--- config.mk ---
export PLATFORM = sky130hd
export DESIGN_NAME = load_stall_detector
export DESIGN_NICKNAME = d
export VERILOG_FILES = /design/src/sv/ldsd_pkg.sv /design/src/sv/ldsd_cfg.sv /design/src/sv/ldsd_in.sv /design/src/sv/ldsd_core.sv /design/src/sv/load_stall_detector.sv
export VERILOG_INCLUDE_DIRS = /design/src /design/src/sv
export SDC_FILE = /design/constraint.sdc
export NUM_CORES = 1
export LEC_CHECK = 0
export ABC_AREA = 1
export BUFFER_PORTS_ARGS = -buffer_cell sky130_fd_sc_hd__buf_2
export CAP_MARGIN = 0
export CORE_ASPECT_RATIO = 1.25
export CORE_MARGIN = 2
export CORE_UTILIZATION = 55
export CTS_BUF_LIST = sky130_fd_sc_hd__clkbuf_8
export CTS_CLUSTER_DIAMETER = 60
export DETAILED_ROUTE_END_ITERATION = 10
export PLACE_DENSITY = 0.73
export SYNTH_ARGS = -nofsm -noshare
export SYNTH_HDL_FRONTEND = slang
export SYNTH_SLANG_ARGS = --single-unit
--- constraint.sdc ---
create_clock -name i_clk -period 7.8 [get_ports i_clk]
set_input_delay 0.78 -clock i_clk [delete_from_list [all_inputs] [get_ports i_clk]]
set_output_delay 0.78 -clock i_clk [all_outputs]
set_load 0.05 [all_outputs]
--- src/sv/load_stall_detector_assert.svh ---
// ============================================================================
// load_stall_detector_assert.svh
// Assertion macros used by the load stall detector core (ldsd_core).
// ============================================================================
`ifndef LOAD_STALL_DETECTOR_ASSERT_SVH
`define LOAD_STALL_DETECTOR_ASSERT_SVH

// Same-cycle implication, disabled while the synchronous reset is low
`define LSD_ASSERT_NOW(label, clk, rst_n, ante, cons, msg) \
    label: assert property (@(posedge clk) disable iff (!(rst_n)) (ante) |-> (cons)) \
        else $error(msg);

// Next-cycle implication, disabled while the synchronous reset is low
`define LSD_ASSERT_NEXT(label, clk, rst_n, ante, cons, msg) \
    label: assert property (@(posedge clk) disable iff (!(rst_n)) (ante) |=> (cons)) \
        else $error(msg);

`endif

--- src/sv/ldsd_pkg.sv ---
// ============================================================================
// ldsd_pkg
// Types and constants of the load stall detector.
// ============================================================================
package ldsd_pkg;

    localparam int LOAD_W      = 10;
    localparam int VEL_W       = 16;
    localparam int SLOPE_W     = 16;
    localparam int MARGIN_W    = 10;
    localparam int CNT_W       = 8;
    localparam int SLOPE_FRAC  = 8;
    localparam int PROD_W      = SLOPE_W + VEL_W;
    localparam int SCALED_W    = PROD_W - SLOPE_FRAC;
    localparam int CFG_IDX_W   = 3;
    localparam int CFG_DATA_W  = 16;
    localparam int IN_TDATA_W  = 32;
    localparam int OUT_TDATA_W = 16;

    // Register reset values
    localparam logic [SLOPE_W-1:0] SLOPE_RST     = 16'd256;
    localparam logic [CNT_W-1:0]   RUN_LIMIT_RST = 8'd3;

    // Configuration register indexes
    typedef enum logic [CFG_IDX_W-1:0] {
        CFG_SMOOTH_EN    = 3'd0,
        CFG_SLOPE        = 3'd1,
        CFG_STALL_MARGIN = 3'd2,
        CFG_GRIP_MARGIN  = 3'd3,
        CFG_RUN_LIMIT    = 3'd4
    } t_cfg_idx;

    typedef struct packed {
        logic                smooth_en;
        logic [SLOPE_W-1:0]  slope;
        logic [MARGIN_W-1:0] stall_margin;
        logic [MARGIN_W-1:0] grip_margin;
        logic [CNT_W-1:0]    run_limit;
    } t_cfg;

    // Sample held in the input register, threshold product already scaled
    typedef struct packed {
        logic [LOAD_W-1:0]   load;
        logic                grip;
        logic [SCALED_W-1:0] scaled;
    } t_in_item;

    typedef struct packed {
        logic             stop;
        logic             stall;
        logic [CNT_W-1:0] count;
    } t_result;

endpackage

--- src/sv/ldsd_cfg.sv ---
// ============================================================================
// ldsd_cfg
// Configuration register file, written through a plain write port.
// ============================================================================
module ldsd_cfg
    import ldsd_pkg::*;
(
    input  logic                  i_clk,
    input  logic                  i_rst_n,
    input  logic                  i_cfg_we,
    input  logic [CFG_IDX_W-1:0]  i_cfg_idx,
    input  logic [CFG_DATA_W-1:0] i_cfg_wdata,
    output t_cfg                  o_cfg
);

    t_cfg r_cfg;

    // Register writes; unknown indexes are dropped
    always_ff @(posedge i_clk) begin
        if (!i_rst_n) begin
            r_cfg.smooth_en    <= 1'b0;
            r_cfg.slope        <= SLOPE_RST;
            r_cfg.stall_margin <= '0;
            r_cfg.grip_margin  <= '0;
            r_cfg.run_limit    <= RUN_LIMIT_RST;
        end else if (i_cfg_we) begin
            unique case (t_cfg_idx'(i_cfg_idx))
                CFG_SMOOTH_EN:    r_cfg.smooth_en    <= i_cfg_wdata[0];
                CFG_SLOPE:        r_cfg.slope        <= i_cfg_wdata[SLOPE_W-1:0];
                CFG_STALL_MARGIN: r_cfg.stall_margin <= i_cfg_wdata[MARGIN_W-1:0];
                CFG_GRIP_MARGIN:  r_cfg.grip_margin  <= i_cfg_wdata[MARGIN_W-1:0];
                CFG_RUN_LIMIT:    r_cfg.run_limit    <= i_cfg_wdata[CNT_W-1:0];
                default: ;
            endcase
        end
    end

    assign o_cfg = r_cfg;

endmodule

--- src/sv/ldsd_in.sv ---
// ============================================================================
// ldsd_in
// Input register; scales velocity by the threshold slope on capture.
// ============================================================================
module ldsd_in
    import ldsd_pkg::*;
(
    input  logic               i_clk,
    input  logic               i_rst_n,
    input  logic               i_valid,
    output logic               o_ready,
    input  logic [LOAD_W-1:0]  i_load,
    input  logic [VEL_W-1:0]   i_vel,
    input  logic               i_grip,
    input  logic [SLOPE_W-1:0] i_slope,
    output logic               o_valid,
    output t_in_item           o_item,
    input  logic               i_take
);

    logic              r_valid;
    t_in_item          r_item;
    logic [PROD_W-1:0] w_prod;

    // Room when empty or when the core takes the held sample this cycle
    assign o_ready = !r_valid || i_take;

    // slope is Q8.8: drop the fraction bits of the product
    assign w_prod = PROD_W'(i_slope) * PROD_W'(i_vel);

    always_ff @(posedge i_clk) begin
        if (!i_rst_n) begin
            r_valid <= 1'b0;
        end else if (o_ready) begin
            r_valid <= i_valid;
        end
    end

    always_ff @(posedge i_clk) begin
        if (o_ready && i_valid) begin
            r_item.load   <= i_load;
            r_item.grip   <= i_grip;
            r_item.scaled <= w_prod[PROD_W-1:SLOPE_FRAC];
        end
    end

    assign o_valid = r_valid;
    assign o_item  = r_item;

endmodule

--- src/sv/ldsd_core.sv ---
// ============================================================================
// ldsd_core
// EMA, threshold compare, run counter and the result register.
// ============================================================================
`include "load_stall_detector_assert.svh"

module ldsd_core
    import ldsd_pkg::*;
#(
    parameter int SMOOTH_FRAC_BITS = 8
) (
    input  logic     i_clk,
    input  logic     i_rst_n,
    input  t_cfg     i_cfg,
    input  logic     i_valid,
    input  t_in_item i_item,
    output logic     o_take,
    output logic     o_valid,
    output t_result  o_result,
    input  logic     i_ready
);

    localparam int SMOOTH_W = LOAD_W + SMOOTH_FRAC_BITS;
    localparam int SUM_W    = SMOOTH_W + 2;

    logic [SMOOTH_W-1:0] r_smooth;
    logic [CNT_W-1:0]    r_cnt;
    logic                r_grip_lat;
    logic                r_stall;
    logic                r_out_valid;
    t_result             r_out;

    logic [SUM_W-1:0]    w_sum;
    logic [SMOOTH_W-1:0] n_smooth;
    logic [LOAD_W-1:0]   w_cmp;
    logic                n_grip_lat;
    logic [MARGIN_W-1:0] w_margin;
    logic [LOAD_W:0]     w_lhs;
    logic                w_below;
    logic [CNT_W-1:0]    w_cnt_inc;
    logic                w_hit;
    logic                w_stop;
    logic [CNT_W-1:0]    n_cnt;
    logic                n_stall;

    // Result register frees up when empty or when the receiver takes it
    assign o_take = i_valid && (!r_out_valid || i_ready);

    // EMA with alpha 1/4: (sample << F + 3 * avg) / 4
    always_comb begin
        w_sum    = (SUM_W'(i_item.load) << SMOOTH_FRAC_BITS)
                 + (SUM_W'(r_smooth) << 1) + SUM_W'(r_smooth);
        n_smooth = w_sum[SUM_W-1:2];
        w_cmp    = i_cfg.smooth_en ? n_smooth[SMOOTH_W-1:SMOOTH_FRAC_BITS]
                                   : i_item.load;
    end

    // Threshold compare: cmp < scaled - margin, done as cmp + margin < scaled
    always_comb begin
        n_grip_lat = r_grip_lat || (i_cfg.smooth_en && i_item.grip);
        w_margin   = n_grip_lat ? i_cfg.grip_margin : i_cfg.stall_margin;
        w_lhs      = (LOAD_W + 1)'(w_cmp) + (LOAD_W + 1)'(w_margin);
        w_below    = SCALED_W'(w_lhs) < i_item.scaled;
    end

    // Run counter; a completed run restarts from zero
    always_comb begin
        w_cnt_inc = r_cnt + 1'b1;
        w_hit     = w_cnt_inc >= i_cfg.run_limit;
        w_stop    = w_below && w_hit;
        n_cnt     = (w_below && !w_hit) ? w_cnt_inc : '0;
        n_stall   = r_stall || w_stop;
    end

    // Detector state
    always_ff @(posedge i_clk) begin
        if (!i_rst_n) begin
            r_smooth   <= '0;
            r_cnt      <= '0;
            r_grip_lat <= 1'b0;
            r_stall    <= 1'b0;
        end else if (o_take) begin
            if (i_cfg.smooth_en) begin
                r_smooth <= n_smooth;
            end
            r_cnt      <= n_cnt;
            r_grip_lat <= n_grip_lat;
            r_stall    <= n_stall;
        end
    end

    // Result register
    always_ff @(posedge i_clk) begin
        if (!i_rst_n) begin
            r_out_valid <= 1'b0;
        end else if (o_take) begin
            r_out_valid <= 1'b1;
        end else if (i_ready) begin
            r_out_valid <= 1'b0;
        end
    end

    always_ff @(posedge i_clk) begin
        if (o_take) begin
            r_out.stop  <= w_stop;
            r_out.stall <= n_stall;
            r_out.count <= n_cnt;
        end
    end

    assign o_valid  = r_out_valid;
    assign o_result = r_out;

    // Checks
    `LSD_ASSERT_NEXT(a_stall_sticky, i_clk, i_rst_n, r_stall, r_stall,
        "stall latch cleared without reset")
    `LSD_ASSERT_NEXT(a_grip_sticky, i_clk, i_rst_n, r_grip_lat, r_grip_lat,
        "grip margin latch cleared without reset")
    `LSD_ASSERT_NOW(a_stop_flags, i_clk, i_rst_n, r_out_valid && r_out.stop,
        r_out.stall && (r_out.count == '0), "stop result without stall flag or zero count")
    `LSD_ASSERT_NEXT(a_high_clears, i_clk, i_rst_n, o_take && !w_below,
        (r_cnt == '0) && (r_out.count == '0), "sample at threshold did not clear run")

endmodule

--- src/sv/load_stall_detector.sv ---
// ============================================================================
// load_stall_detector
// Motor load stall detector with optional EMA smoothing of the load sample.
//
// Usage:
//   Slave stream: one load sample per transfer, tdata carries load_sample and
//   velocity, tuser carries grip_mode. Master stream: one result per sample,
//   tdata carries stop_request, sticky_stall and low_run_count.
//   Configuration registers are written through i_cfg_we / i_cfg_idx /
//   i_cfg_wdata; the user must write them only while no sample is in
//   flight, which the block itself does not enforce. A sample passes the
//   input register, then the result register. Throughput: one sample per
//   clock while the result stream takes results; the velocity product is
//   taken when the sample is captured, and the compare/count step runs as the sample enters the result register.
//   Reset (synchronous, active low) clears the EMA, the run counter, the grip
//   margin latch, the sticky stall flag and both stream registers, and loads
//   register defaults. When the receiver stalls, the result holds in the
//   output register and one more sample waits in the input register; then
//   s_axis_tready drops until the result is taken.
// ============================================================================
module load_stall_detector
    import ldsd_pkg::*;
#(
    parameter int SMOOTH_FRAC_BITS = 8
) (
    input  logic                   i_clk,
    input  logic                   i_rst_n,
    // configuration write port
    input  logic                   i_cfg_we,
    input  logic [CFG_IDX_W-1:0]   i_cfg_idx,
    input  logic [CFG_DATA_W-1:0]  i_cfg_wdata,
    // sample stream
    input  logic                   s_axis_tvalid,
    output logic                   s_axis_tready,
    input  logic [IN_TDATA_W-1:0]  s_axis_tdata,  // [9:0] load_sample, [25:10] velocity
    input  logic                   s_axis_tuser,  // [0] grip_mode
    // result stream
    output logic                   m_axis_tvalid,
    input  logic                   m_axis_tready,
    output logic [OUT_TDATA_W-1:0] m_axis_tdata   // [0] stop_request, [1] sticky_stall,
                                                  // [9:2] low_run_count
);

    t_cfg     w_cfg;
    logic     w_in_valid;
    t_in_item w_in_item;
    logic     w_take;
    t_result  w_result;

    ldsd_cfg u_cfg (
        .i_clk       (i_clk),
        .i_rst_n     (i_rst_n),
        .i_cfg_we    (i_cfg_we),
        .i_cfg_idx   (i_cfg_idx),
        .i_cfg_wdata (i_cfg_wdata),
        .o_cfg       (w_cfg)
    );

    ldsd_in u_in (
        .i_clk   (i_clk),
        .i_rst_n (i_rst_n),
        .i_valid (s_axis_tvalid),
        .o_ready (s_axis_tready),
        .i_load  (s_axis_tdata[LOAD_W-1:0]),
        .i_vel   (s_axis_tdata[LOAD_W+VEL_W-1:LOAD_W]),
        .i_grip  (s_axis_tuser),
        .i_slope (w_cfg.slope),
        .o_valid (w_in_valid),
        .o_item  (w_in_item),
        .i_take  (w_take)
    );

    ldsd_core #(
        .SMOOTH_FRAC_BITS (SMOOTH_FRAC_BITS)
    ) u_core (
        .i_clk    (i_clk),
        .i_rst_n  (i_rst_n),
        .i_cfg    (w_cfg),
        .i_valid  (w_in_valid),
        .i_item   (w_in_item),
        .o_take   (w_take),
        .o_valid  (m_axis_tvalid),
        .o_result (w_result),
        .i_ready  (m_axis_tready)
    );

    // Pack the result, zero filled to whole bytes
    assign m_axis_tdata = OUT_TDATA_W'({w_result.count, w_result.stall, w_result.stop});

endmodule

==> results_dict.tcl <==
set metrics [dict create \
    synth_seq_cells 120 \
    register_area_mm2 0.00285 \
    cp-start-kind "register" \
    ios 75 \
    track_usage_pct 26.7 \
    portBuffers 62 \
    switchingPower_uw 902 \
    synth_area_mm2 0.0155 \
    routed_via_density 5.27 \
    tns_ns 0 \
    cp.required_ns 8.00 \
    worst_ep_arrival_time_ns 6.40 \
    die_h_um 192 \
    finalCriticalPeriod_ns 6.20 \
    pwr-share-comb_pct 41.1 \
    wl_um 37000 \
    syn_inst 2043 \
    path_class "register to register" \
    num_rows 68 \
    grt_pass1_wl_um 62900 \
    clock_power_share_pct 24.5 \
    p_per_area_mw_per_mm2 135 \
    p_total_mw 2.21 \
    drt-initial-drc-count 496 \
    cp_slowest_cell "dfxtp_1" \
    htree_levels 4 \
    status "finished clean" \
    power_leakage_nw 9.12 \
    synth_area_leaders "fa_1 (26%), ha_1 (12%), nand2_1 (12%)" \
    cpMostUsedCell "fa_1" \
    clk_pin_slew_ns 0.08 \
    worstSkewPairLatency_ns 0.45 \
    synth_edf_count 45 \
    antenna_left 0 \
    drive_gt1_share_pct 5.85 \
    skew_ns 0.0183 \
    slowest_delay_ns 0.95 \
    postCtsHoldBufs 0 \
    cts_tree "built" \
    num_vias 12745 \
    path_cells "nand2_1, fa_1, inv_1, fa_1, inv_1, fa_1, fa_1, inv_1, fa_1, inv_1, fa_1, inv_1, ha_1, a21oi_1, o21ai_0, a21oi_1, nor2_1, nor2_1, nand2_1, nand2_1, nand2_1" \
    dr.pass1.iters 7 \
    syn2layout_area_growth_pct 5.64 \
    max-slew-margin-rel_pct 26.8 \
    synthFlopType "dfxtp_1" \
    p_int_mw 1.31 \
    synth_top_area_share_pct 26.5 \
    post-route-cell-area_mm2 0.0164 \
    worst-path-buf-inv 5 \
    route.detailed.drc 0 \
    start_util_pct 56.1 \
    place_hpwl_um 29800 \
    cp-startpoint "u_cfg.o_cfg[38]" \
    ir_drop_mv 0.111 \
    numCtsBuffers 17 \
    crit_family "adder cells" \
    worstHoldStart "u_cfg.o_cfg[12]" \
    cts_resized 0 \
    power_frac_seq_pct 34.5 \
    rsz0062_at_grt "false" \
    antenna_cells 0 \
    maxCapViolations 0 \
    worstMarginPinSlew_ns 1.09 \
    synth_warnings 0 \
    hp-class "register to register" \
    cts_setup_buffers 0 \
    yosysTopAreaCell "fa_1" \
    fmax_ghz 0.161 \
    grt_pass1_vias 13446 \
    place_area_mm2 0.0160 \
    endpoint_kind "register" \
    overflow 0 \
    die_w_um 154 \
    die_area_mm2 0.0296 \
    synth.avg_cell_area_um2 7.59 \
    grt_max_degree 70 \
    r2r_start "u_cfg.o_cfg[38]" \
    swShare_pct 40.9 \
    place_congestion 0.971 \
    yosysSeqAreaShare_pct 18.4 \
    synth_cell_type_count 37 \
    multi_input_comb_area_mm2 0.0105 \
    grt_antenna_before_repair 0 \
    drv_slew 0 \
    wl_per_cell_um 15.3 \
    clockBufferDepth 2 \
    setup_violations 0 \
    async_reset_ff_share_pct 0 \
    cts_root_buffer "clkbuf_8" \
    hold_viol 0 \
    finalNetCount 2469 \
    clock_sinks 120 \
    crit_path_max_fanout 17 \
    finalCritPeriodShare_pct 79.5 \
    fill_cells 2533 \
    core_area_mm2 0.0277 \
]
## worst min-delay path: stages (launching register included)
cell     delay [ns]
dfxtp_1        0.30
inv_1          0.05
a21oi_1        0.05
## cells by family (layout without fill, tap and decap cells)
family	Yosys count	count (layout)	share of synthesized area, %
buffers and inverters	562	581	13.8
adders and majority gates	358	358	38.8
DFF	120	120	18.4
AOI/OAI and AO/OA	239	239	8.30
other	1	6	0.0242
and+or+nand+nor	730	730	18.8
xor gates and xnor gates	33	33	1.86
## path summary, 6_finish.rpt
path	depth (start not counted)	to	slack (ns)
worst min register to register	2	u_cfg.o_cfg[12]	0.45
worst max register to register	21	u_in.o_item[21]	1.60
worst max-delay path	21	u_in.o_item[21]	1.60
worst min-delay path	2	u_cfg.o_cfg[12]	0.45
## metrics by stage
step	hold slack, ns	utilization (%)	instances	setup slack (ns)
CTS	0.456	59.2	2417	1.64
global route	0.479	59.2	2417	1.18
floorplan	0.425	-	2048	1.72
global placement	0.435	57.9	2385	1.51
detailed placement	0.443	57.9	2385	1.48
finish	0.451	59.2	2417	1.60
## per-layer routing
metal	global-route usage, %	vias to the layer above	routed length (µm)	share of wire (%)
li1	-	6170	-	-
met1	30.5	6161	15000	41
met2	49.8	312	19000	51
met3	3.36	102	1400	3.8
met4	12.2	0	1580	4.3
met5	0	-	0	0
## power groups by stage
stage | Clock (mW) | Sequential, mW | Combinational (mW)
6_report | 0.540 | 0.761 | 0.906
2_1_floorplan | 0 | 0.775 | 0.673
3_5_place_dp | 0 | 0.775 | 0.900
4_1_cts | 0.553 | 0.761 | 0.908
5_1_grt | 0.571 | 0.767 | 1.05
3_3_place_gp | 0 | 0.774 | 0.883
## flip-flops by register name, summed over array words and instances, names as in the netlist
| name | cells |
|---|---|
| u_in.o_item | 35 |
| u_core.r_stall | 1 |
| u_core.r_grip_lat | 1 |
| u_core.r_cnt | 8 |
| u_core.o_result | 10 |
| u_core.o_valid | 1 |
| u_in.o_valid | 1 |
| u_core.r_smooth | 18 |
| u_cfg.o_cfg | 45 |
## cells in the mapped netlist (all sizes together), types with 4 or more instances
cell / number
fa: 205
edfxtp: 45
nand3b: 4
xnor2: 9
o21a: 10
nor3: 12
buf: 15
a21oi: 102
dfxtp: 75
clkbuf: 74
inv: 472
nand3: 60
o21ai: 99
a21o: 11
nor2: 136
a31oi: 7
xor2: 24
ha: 153
nand2: 504
o21bai: 5
nand4: 11
## cell type report
class	count	share of cell area [%]
Multi-Input combinational cell	1366	64.3
Sequential cell	120	17.4
Inverter	473	10.8
Tap cell	350	2.67
Timing Repair Buffer	76	2.54
Clock buffer	17	1.43
Clock inverter	15	0.840
## cell usage in the layout (no fill, tap or decap), types with 7 or more instances in the layout
cell and count:
clkbuf_8 17, nor3_1 11, inv_1 469, nand2_1 500
xnor2_1 9, buf_4 14, nand4_1 11, dfxtp_1 75
a31oi_1 7, buf_2 62, xor2_1 24, nor2_1 133
nand3_1 59, a21oi_1 102, o21a_1 10, ha_1 153
edfxtp_1 45, fa_1 205, a21o_1 11, o21ai_0 97
(Power assumes the default switching activity.)
